[src/rtl/tmwf_pkg.sv]
// ----------------------------------------------------------------------------
// tmwf_pkg: shared types and constants of the trimmed-mean window filter
// Sequencer states, divider status, the configuration width and window constants.
// ----------------------------------------------------------------------------
package tmwf_pkg;

    // width of the window_width configuration register
    localparam int CFG_BITS   = 5;
    // window_width after reset
    localparam int CFG_RESET  = 8;
    // smallest usable window
    localparam int MIN_WIDTH  = 3;
    // entries dropped from the sum: the largest and the smallest
    localparam int TRIM_COUNT = 2;

    typedef enum logic [2:0] {
        S_IDLE,
        S_MOD,
        S_ROT,
        S_TRIM,
        S_PREP,
        S_LAUNCH,
        S_DIV,
        S_OUT
    } t_state;

    typedef struct packed {
        logic busy;
        logic done;
        logic neg;
    } t_div_stat;

endpackage

[src/rtl/tmwf_cell.sv]
// ----------------------------------------------------------------------------
// tmwf_cell: one window entry of the sample chain
// Holds one sample and takes its neighbor's sample on every shift.
// ----------------------------------------------------------------------------
module tmwf_cell #(
    parameter int SAMPLE_BITS = 24
) (
    input  logic                   i_clk,
    input  logic                   i_rst_n,
    input  logic                   i_shift,
    input  logic [SAMPLE_BITS-1:0] i_data,
    output logic [SAMPLE_BITS-1:0] o_data
);

    logic [SAMPLE_BITS-1:0] r_data;

    always_ff @(posedge i_clk) begin
        if (!i_rst_n) begin
            r_data <= '0;
        end else if (i_shift) begin
            r_data <= i_data;
        end
    end

    assign o_data = r_data;

endmodule

[src/rtl/tmwf_div.sv]
// ----------------------------------------------------------------------------
// tmwf_div: serial signed-by-unsigned divider
// Restoring division, one quotient bit per cycle, truncating toward zero.
// ----------------------------------------------------------------------------
module tmwf_div #(
    parameter int NUM_BITS = 31,
    parameter int DEN_BITS = 6
) (
    input  logic                        i_clk,
    input  logic                        i_rst_n,
    input  logic                        i_start,
    input  logic signed [NUM_BITS-1:0]  i_num,
    input  logic        [DEN_BITS-1:0]  i_den,
    output tmwf_pkg::t_div_stat         o_stat,
    output logic        [NUM_BITS-1:0]  o_quot
);
    import tmwf_pkg::*;

    localparam int CNT_BITS = $clog2(NUM_BITS);
    localparam logic [CNT_BITS-1:0] LAST_CNT = CNT_BITS'(NUM_BITS - 1);

    logic                r_busy;
    logic                r_done;
    logic                r_neg;
    logic [CNT_BITS-1:0] r_cnt;
    logic [NUM_BITS-1:0] r_q;
    logic [DEN_BITS-1:0] r_rem;

    logic [NUM_BITS-1:0] num_mag;
    logic [DEN_BITS:0]   rem_sh;
    logic [DEN_BITS:0]   rem_diff;
    logic                q_bit;
    logic [DEN_BITS-1:0] n_rem;

    always_comb begin
        num_mag  = i_num[NUM_BITS-1] ? NUM_BITS'(-i_num) : NUM_BITS'(i_num);
        rem_sh   = {r_rem, r_q[NUM_BITS-1]};
        rem_diff = rem_sh - {1'b0, i_den};
        q_bit    = (rem_sh >= {1'b0, i_den});
        n_rem    = q_bit ? rem_diff[DEN_BITS-1:0] : rem_sh[DEN_BITS-1:0];
    end

    always_ff @(posedge i_clk) begin
        if (!i_rst_n) begin
            r_busy <= 1'b0;
            r_done <= 1'b0;
            r_cnt  <= '0;
        end else begin
            r_done <= 1'b0;
            if (i_start) begin
                r_busy <= 1'b1;
                r_cnt  <= '0;
            end else if (r_busy) begin
                r_cnt <= r_cnt + 1'b1;
                if (r_cnt == LAST_CNT) begin
                    r_busy <= 1'b0;
                    r_done <= 1'b1;
                end
            end
        end
    end

    // shift the dividend out at the top, the quotient in at the bottom
    always_ff @(posedge i_clk) begin
        if (i_start) begin
            r_q   <= num_mag;
            r_rem <= '0;
            r_neg <= i_num[NUM_BITS-1];
        end else if (r_busy) begin
            r_q   <= {r_q[NUM_BITS-2:0], q_bit};
            r_rem <= n_rem;
        end
    end

    assign o_stat.busy = r_busy;
    assign o_stat.done = r_done;
    assign o_stat.neg  = r_neg;
    assign o_quot      = r_q;

endmodule

[src/rtl/trimmed_mean_window_filter.sv]
// ----------------------------------------------------------------------------
// trimmed_mean_window_filter: moving trimmed mean over a ring of samples
// Keeps the last W samples and outputs their mean without the extremes (the sample itself on restart).
// ----------------------------------------------------------------------------
// Usage
//   Input channel (i_in_valid / o_in_ready) carries one item: a signed
//   sample and a restart flag. Output channel (o_out_valid / i_out_ready)
//   returns one filtered value per item, in order.
//   i_cfg_we / i_cfg_data write the window width W; values below 3 act as 3,
//   values above MAX_WIDTH act as MAX_WIDTH. Write only while idle.
// Sequence
//   One item at a time. After acceptance: the write position is checked and,
//   if a lowered width left it stale, reduced by W (at most (MAX_WIDTH-1)/3
//   reductions); the chain is rotated once through all MAX_WIDTH entries;
//   then trim, prep and launch, a serial divide of a NUM_BITS-bit numerator
//   (NUM_BITS = SAMPLE_BITS + clog2(MAX_WIDTH) + 3) and the output load, after
//   which the sequencer is idle again. On restart trim and divide are skipped.
// Reset
//   Clears every window entry to zero, the write position to zero and the
//   width register to 8.
// Stall
//   The result sits in an output register; a new item is taken while it
//   waits. A second result waits in the sequencer until the first is taken.
// ----------------------------------------------------------------------------
module trimmed_mean_window_filter #(
    parameter int MAX_WIDTH   = 16,
    parameter int SAMPLE_BITS = 24
) (
    input  logic                              i_clk,
    input  logic                              i_rst_n,
    input  logic                              i_cfg_we,
    input  logic [tmwf_pkg::CFG_BITS-1:0]     i_cfg_data,
    input  logic                              i_in_valid,
    output logic                              o_in_ready,
    input  logic signed [SAMPLE_BITS-1:0]     i_sample,
    input  logic                              i_restart,
    output logic                              o_out_valid,
    input  logic                              i_out_ready,
    output logic signed [SAMPLE_BITS-1:0]     o_filtered
);
    import tmwf_pkg::*;

    localparam int IW   = $clog2(MAX_WIDTH);
    localparam int WW   = $clog2(MAX_WIDTH + 1);
    localparam int EW   = (CFG_BITS > WW) ? CFG_BITS : WW;
    localparam int SUMW = SAMPLE_BITS + $clog2(MAX_WIDTH) + 1;
    localparam int NW   = SUMW + 2;
    localparam int DW   = EW + 1;
    localparam logic [IW-1:0] LAST_K = IW'(MAX_WIDTH - 1);

    t_state                   r_state;
    t_state                   n_state;
    logic [CFG_BITS-1:0]      r_width;
    logic [IW-1:0]            r_k;
    logic [IW-1:0]            r_wpos;
    logic signed [SAMPLE_BITS-1:0] r_sample;
    logic                     r_restart;
    logic signed [SUMW-1:0]   r_sum;
    logic signed [SAMPLE_BITS-1:0] r_hi;
    logic signed [SAMPLE_BITS-1:0] r_lo;
    logic signed [NW-1:0]     r_num;
    logic signed [SAMPLE_BITS-1:0] r_res;
    logic                     r_out_valid;
    logic signed [SAMPLE_BITS-1:0] r_out;

    logic [EW-1:0]            cfg_ext;
    logic [EW-1:0]            w_eff;
    logic [EW-1:0]            d_val;
    logic [EW-1:0]            pos_ext;
    logic [EW-1:0]            pos_sub;
    logic [EW-1:0]            pos_inc;
    logic                     in_win;
    logic                     wr_hit;
    logic                     chain_shift;
    logic                     in_acc;
    logic                     out_free;
    logic [SAMPLE_BITS-1:0]   chain [MAX_WIDTH];
    logic signed [SAMPLE_BITS-1:0] head;
    logic signed [SAMPLE_BITS-1:0] head_new;
    logic [DW-1:0]            div_den;
    logic                     div_start;
    t_div_stat                div_stat;
    logic [NW-1:0]            div_quot;
    logic [SAMPLE_BITS-1:0]   quot_lo;

    // effective window width and divisor
    always_comb begin
        cfg_ext = EW'(r_width);
        if (cfg_ext > EW'(MAX_WIDTH)) begin
            w_eff = EW'(MAX_WIDTH);
        end else if (cfg_ext < EW'(MIN_WIDTH)) begin
            w_eff = EW'(MIN_WIDTH);
        end else begin
            w_eff = cfg_ext;
        end
        d_val   = w_eff - EW'(TRIM_COUNT);
        div_den = {d_val, 1'b0};
    end

    always_comb begin
        pos_ext  = EW'(r_wpos);
        pos_sub  = pos_ext - w_eff;
        pos_inc  = pos_ext + 1'b1;
        in_win   = EW'(r_k) < w_eff;
        wr_hit   = (r_k == r_wpos) || (r_restart && in_win);
        head     = chain[0];
        head_new = wr_hit ? r_sample : head;
        in_acc   = i_in_valid && o_in_ready;
        out_free = !r_out_valid || i_out_ready;
        chain_shift = (r_state == S_ROT);
        div_start   = (r_state == S_LAUNCH);
        quot_lo     = div_quot[SAMPLE_BITS-1:0];
    end

    // chain of window cells: rotate by one entry per cycle in S_ROT, head (or the new sample) fed back to tail
    for (genvar g = 0; g < MAX_WIDTH; g++) begin : g_cell
        logic [SAMPLE_BITS-1:0] cell_in;
        if (g == MAX_WIDTH - 1) begin : g_tail
            assign cell_in = head_new;
        end else begin : g_body
            assign cell_in = chain[g+1];
        end
        tmwf_cell #(
            .SAMPLE_BITS(SAMPLE_BITS)
        ) u_cell (
            .i_clk  (i_clk),
            .i_rst_n(i_rst_n),
            .i_shift(chain_shift),
            .i_data (cell_in),
            .o_data (chain[g])
        );
    end

    tmwf_div #(
        .NUM_BITS(NW),
        .DEN_BITS(DW)
    ) u_div (
        .i_clk  (i_clk),
        .i_rst_n(i_rst_n),
        .i_start(div_start),
        .i_num  (r_num),
        .i_den  (div_den),
        .o_stat (div_stat),
        .o_quot (div_quot)
    );

    // sequencer
    always_ff @(posedge i_clk) begin
        if (!i_rst_n) begin
            r_state <= S_IDLE;
        end else begin
            r_state <= n_state;
        end
    end

    always_comb begin
        n_state = r_state;
        case (r_state)
            S_IDLE:   if (in_acc) n_state = S_MOD;
            S_MOD:    if (pos_ext < w_eff) n_state = S_ROT;
            S_ROT: begin
                if (r_k == LAST_K) begin
                    n_state = r_restart ? S_OUT : S_TRIM;
                end
            end
            S_TRIM:   n_state = S_PREP;
            S_PREP:   n_state = S_LAUNCH;
            S_LAUNCH: n_state = S_DIV;
            S_DIV:    if (div_stat.done) n_state = S_OUT;
            S_OUT:    if (out_free) n_state = S_IDLE;
            default:  n_state = S_IDLE;
        endcase
    end

    // control registers
    always_ff @(posedge i_clk) begin
        if (!i_rst_n) begin
            r_width     <= CFG_BITS'(CFG_RESET);
            r_wpos      <= '0;
            r_k         <= '0;
            r_out_valid <= 1'b0;
        end else begin
            if (i_cfg_we) begin
                r_width <= i_cfg_data;
            end
            // reduce a write position left stale by a narrower window
            if (r_state == S_MOD && pos_ext >= w_eff) begin
                r_wpos <= pos_sub[IW-1:0];
            end
            if (r_state == S_ROT) begin
                if (r_k == LAST_K) begin
                    r_k    <= '0;
                    r_wpos <= (pos_inc == w_eff) ? '0 : pos_inc[IW-1:0];
                end else begin
                    r_k <= r_k + 1'b1;
                end
            end
            if (r_state == S_OUT && out_free) begin
                r_out_valid <= 1'b1;
            end else if (i_out_ready) begin
                r_out_valid <= 1'b0;
            end
        end
    end

    // datapath
    always_ff @(posedge i_clk) begin
        if (in_acc) begin
            r_sample  <= i_sample;
            r_restart <= i_restart;
            r_sum     <= '0;
            r_hi      <= i_sample;
            r_lo      <= i_sample;
        end
        // accumulate the entries inside the window as they pass the head
        if (r_state == S_ROT && in_win) begin
            r_sum <= r_sum + SUMW'(head_new);
            if (head_new > r_hi) begin
                r_hi <= head_new;
            end
            if (head_new < r_lo) begin
                r_lo <= head_new;
            end
        end
        if (r_state == S_ROT && r_k == LAST_K && r_restart) begin
            r_res <= r_sample;
        end
        // drop the extremes
        if (r_state == S_TRIM) begin
            r_sum <= r_sum - SUMW'(r_hi) - SUMW'(r_lo);
        end
        // add half the divisor for rounding
        if (r_state == S_PREP) begin
            r_num <= (NW'(r_sum) <<< 1) + signed'(NW'(d_val));
        end
        if (r_state == S_DIV && div_stat.done) begin
            r_res <= div_stat.neg ? signed'(-quot_lo) : signed'(quot_lo);
        end
        if (r_state == S_OUT && out_free) begin
            r_out <= r_res;
        end
    end

    assign o_in_ready  = (r_state == S_IDLE);
    assign o_out_valid = r_out_valid;
    assign o_filtered  = r_out;

`ifndef SYNTHESIS
    a_wpos_in_window: assert property (@(posedge i_clk) disable iff (!i_rst_n)
        (r_state == S_ROT && r_k == LAST_K) |=> (EW'(r_wpos) < $past(w_eff)))
        else $error("write position outside window after rotation");

    a_div_not_busy: assert property (@(posedge i_clk) disable iff (!i_rst_n)
        (r_state == S_LAUNCH) |-> !div_stat.busy)
        else $error("divider started while busy");

    a_div_done_state: assert property (@(posedge i_clk) disable iff (!i_rst_n)
        div_stat.done |-> (r_state == S_DIV))
        else $error("divider finished outside divide state");

    a_accept_starts: assert property (@(posedge i_clk) disable iff (!i_rst_n)
        (i_in_valid && o_in_ready) |=> (r_state == S_MOD))
        else $error("accepted item did not start processing");

    a_k_idle_zero: assert property (@(posedge i_clk) disable iff (!i_rst_n)
        (r_state != S_ROT) |-> (r_k == '0))
        else $error("entry counter not cleared outside rotation");
`endif

endmodule
[config.mk]
export PLATFORM = sky130hd
export DESIGN_NAME = trimmed_mean_window_filter
export DESIGN_NICKNAME = d
export VERILOG_FILES = /design/src/rtl/tmwf_pkg.sv /design/src/rtl/tmwf_cell.sv /design/src/rtl/tmwf_div.sv /design/src/rtl/trimmed_mean_window_filter.sv
export SDC_FILE = /design/constraint.sdc
export NUM_CORES = 1
export LEC_CHECK = 0
export ABC_AREA = 1
export BUFFER_PORTS_ARGS = -buffer_cell sky130_fd_sc_hd__buf_2
export CORE_MARGIN = 4
export CORE_UTILIZATION = 27
export DETAILED_ROUTE_END_ITERATION = 8
export GPL_TIMING_DRIVEN = 0
export PLACE_DENSITY = 0.41
export SYNTH_ARGS = -nofsm -noshare
export SYNTH_HDL_FRONTEND = slang
export SYNTH_SLANG_ARGS = --single-unit
[constraint.sdc]
create_clock -name i_clk -period 6.5 [get_ports i_clk]
set_input_delay 0.325 -clock i_clk [delete_from_list [all_inputs] [get_ports i_clk]]
set_output_delay 0.325 -clock i_clk [all_outputs]
set_load 0.05 [all_outputs]
==> impl_metrics.tcl <==
set metrics [dict create \
    route.final.wire_length_um 94960 \
    dr_wl_met2_um 40610 \
    synth_seq_area_share_pct 47.93 \
    layout_min_cycle_time_ps 5919 \
    fin_crit_sh_pct 91.07 \
    yosysTopAreaCellShare_pct 31.21 \
    worstHoldStart "i_cfg_we" \
    io-pin-count 61 \
    reg2reg_from "cfg_ext[3]" \
    fillCellCount 11590 \
    worst_slew_pin_tran_ps 1233 \
    nNetsFinal 4029 \
    dieWidth_um 339.3 \
    final_number_of_max_transition_violations 0 \
    final_antenna_net_count 0 \
    dpl.hpwl_um 73710 \
    global_route.usage.total_pct 16.20 \
    cts_resized 0 \
    synthMostInstantiatedCell "nor2_1" \
    netlist_top_cells_count "806 x nor2_1, 565 x o21ai_0, 462 x dfxtp_1, 420 x nand2_1, 280 x inv_1" \
    fmaxAchievable_ghz 0.1689 \
    topRoutingLayerUsed "met5" \
    wl_met3_um 4384 \
    synth.ff_latch_count 627 \
    worstPathRequired_ps 7020 \
    run_status "completed" \
    cts-root-to-sink-buffers 3 \
    post_cts.repair.setup_buffers 0 \
    maxSlewHeadroom_pct 16.94 \
    cts.sinks 627 \
    dominantRegCellSynth "dfxtp_1" \
    critPathKind "register to register" \
    post_synth_main_area_contributors "dfxtp_1 31%, edfxtp_1 17%, nor2_1 10%, o21ai_0 9.5%, ha_1 5.4%" \
    endpoint_of_the_worst_slack_reg_to_reg_timing_path "r_hi[10]" \
    type_of_the_most_critical_hold_path "input pin to register" \
    ff2ff_setup_slack_ps 580 \
    synth_area_per_cell_sq_um 8.106 \
    drt_drc_violations_left 0 \
    post-synth-top-area-cell "dfxtp_1" \
    total_negative_slack_for_setup_checks_ps 0 \
    drt_pass1_iterations 7 \
    arrival_ps 6440 \
    drt-wirelength-per-cell_um 17.89 \
    post_synth_num_cell_types 64 \
    hold_depth 3 \
    placement.setup.worst_slack_ps 481.7 \
    power.leakage_nw 15.20 \
    fp.dieArea_sq_um 115100 \
    rows 121 \
    cts_inserted_buffers 75 \
    initial_core_util_pct 27.23 \
    synth_edf_count 165 \
    synth_fa_ha_area_share_pct 7.608 \
    met1Wirelength_um 47910 \
    peak_supply_drop_uv 219.6 \
    vias 24320 \
    layout.cell_area.non_filler_sq_um 34710 \
    synth_async_sr_flop_share_pct 0 \
    maxCapViolations 0 \
    rr_worst_depth 23 \
    chain_of_cells_forming_the_critical_path "nor2_1 > o21ai_0 > ha_1 > nand2_1 > nor3_1 > nand2_1 > nand3_2 > nand2_2 > buf_2 > clkbuf_1 > o21ai_1 > ha_1 > nand2_1 > nor3_1 > inv_1 > nor3_1 > a41oi_1 > nand2_1 > buf_2 > buf_4 > nand2_1 > o21ai_1 > inv_1" \
    cts_tree "done" \
    grt_setup_unrepaired "false" \
    grt_first_pass_wirelength_um 145300 \
    finalClockSkew_ps 24.57 \
    ctsHtreeMaxLevel 3 \
    worst_hold_path.endpoint "cfg_ext[2]" \
    cpPeakStageDelay_ps 950 \
    drt-vias-per-instance 4.581 \
    fin_util_pct 31.89 \
    crit_slowest_cell "o21ai_0" \
    startpoint_type "register" \
    worst-path-max-fanout 10 \
    worst_path_most_repeated_cell "nand2_1" \
    postCtsHoldBufs 32 \
    finalPower_w 0.02086 \
    gpl.final_weighted_congestion 0.8210 \
    clk_latency_ps 640 \
    clkTransAtPathRegs_ps 60 \
    layout-drive-gt1-share_pct 6.245 \
    synth_top_family_by_area "simple AND/OR/NAND/NOR gates" \
    remaining_overflow_grt 0 \
    portBuffers 59 \
    synth-xor-area-share_pct 3.428 \
    finalHoldViolations 0 \
    flow.area_growth_from_synthesis_pct 17.12 \
    placeableCoreArea_sq_um 108900 \
    grt_pass1_vias 23830 \
    dr.first_iter.drc_count 1498 \
    placedInstanceArea_sq_um 31850 \
    die_y_um 339.3 \
    finalSetupViolations 0 \
    yosys-mux-area-fraction_pct 0 \
    synth-simple-area-share_pct 19.16 \
    grt_antenna_before_repair 7 \
    root_buffer "clkbuf_16" \
    crit_path_end_kind "register" \
    synth_cells 3656 \
    synth-compound-area-share_pct 15.76 \
    pin_count_of_the_biggest_net_entering_global_routing 34 \
    number_of_warnings_printed_during_yosys_synthesis 0 \
    syn_nets 3852 \
    combined_area_of_all_synthesized_cells_sq_um 29640 \
    power_density_nw_per_um2 600.9 \
    setup_ws_ps 580.5 \
]
## how the worst max path moves through the flow
stage	start	to	slack, ps	cells after the start
global route	cfg_ext[3]	r_hi[7]	90	25
floorplan	cfg_ext[4]	r_sum[22]	2390	24
global placement	cfg_ext[3]	r_sum[25]	290	10
CTS	cfg_ext[3]	r_hi[10]	430	23
detailed placement	cfg_ext[3]	r_hi[11]	480	23
finish	cfg_ext[3]	r_hi[10]	580	23
## worst max-delay path: cells and delay by family (launching register included)
family	cells	cell delay (ps)
AO/OA/AOI/OAI	4	1710
AND/OR/NAND/NOR	11	1560
buffers and inverters	6	1330
adder cells (fa/ha/maj)	2	820
flip-flops	1	370
## logic make-up (layout without fill, tap and decap cells)
family          count (synthesis)  after routing
compound gates                878            878
xor+xnor                      116            116
fa+ha+maj                     161            161
buf+inv                       469            704
flops                         627            627
other cells                     2              5
simple gates                 1403           1403
## layout make-up
type | instances | area (sq um) | share of cell area [%]
tap | 1414 | 1769 | 5.097
antenna | 3 | 7.507 | 0.02163
buffer | 178 | 711.9 | 2.051
multi-input combinational | 2560 | 13650 | 39.31
timing repair buffer | 100 | 742.0 | 2.138
clock inverter | 32 | 389.1 | 1.121
inverter | 291 | 1095 | 3.154
clock buffer | 103 | 2146 | 6.182
sequential | 627 | 14200 | 40.92
## state kept, by name (all words and copies together) (netlist names), 6 cells and up
register / count
o_filtered: 24
r_hi: 24
r_sum: 29
r_sample: 24
g_cell.u_cell.o_data: 384
r_lo: 24
u_div.o_quot: 31
r_res: 24
r_num: 31
u_div.r_rem: 6
## through the flow
step / cells / hold WS, ps
after floorplan: 3656 / 400.3
after global placement: 5129 / 403.1
after detailed placement: 5138 / 404.5
after CTS: 5305 / 34.71
after global routing: 5305 / 84.10
final: 5308 / 76.13
## power by group
part | leakage, nW | internal [W] | total, W | switching, W
sequential | 5.32 | 0.00538 | 0.00629 | 0.000908
clock | 1.24 | 0.00257 | 0.00432 | 0.00176
combinational | 8.63 | 0.00336 | 0.0102 | 0.00688
total | 15.2 | 0.0113 | 0.0209 | 0.00955
## cell usage in the layout, fill, tap and decap left out, types with 48 or more instances in the layout
cell / instances
nor2_1: 805
o21ai_0: 564
dfxtp_1: 462
nand2_1: 419
inv_1: 280
clkbuf_1: 175
edfxtp_1: 165
a21oi_1: 146
ha_1: 129
clkbuf_16: 78
buf_2: 70
xor2_1: 68
o21ai_1: 62
nand3_1: 52
xnor2_1: 48
nand4_1: 48
## routing by layer
metal  GRT usage [%]  vias up
met1           23.50    11270
met2           24.92      402
met5               0        -
met3           2.843      122
met4           4.053        6
li1                -    12520
Note: power is estimated with default switching activity, not from simulation.
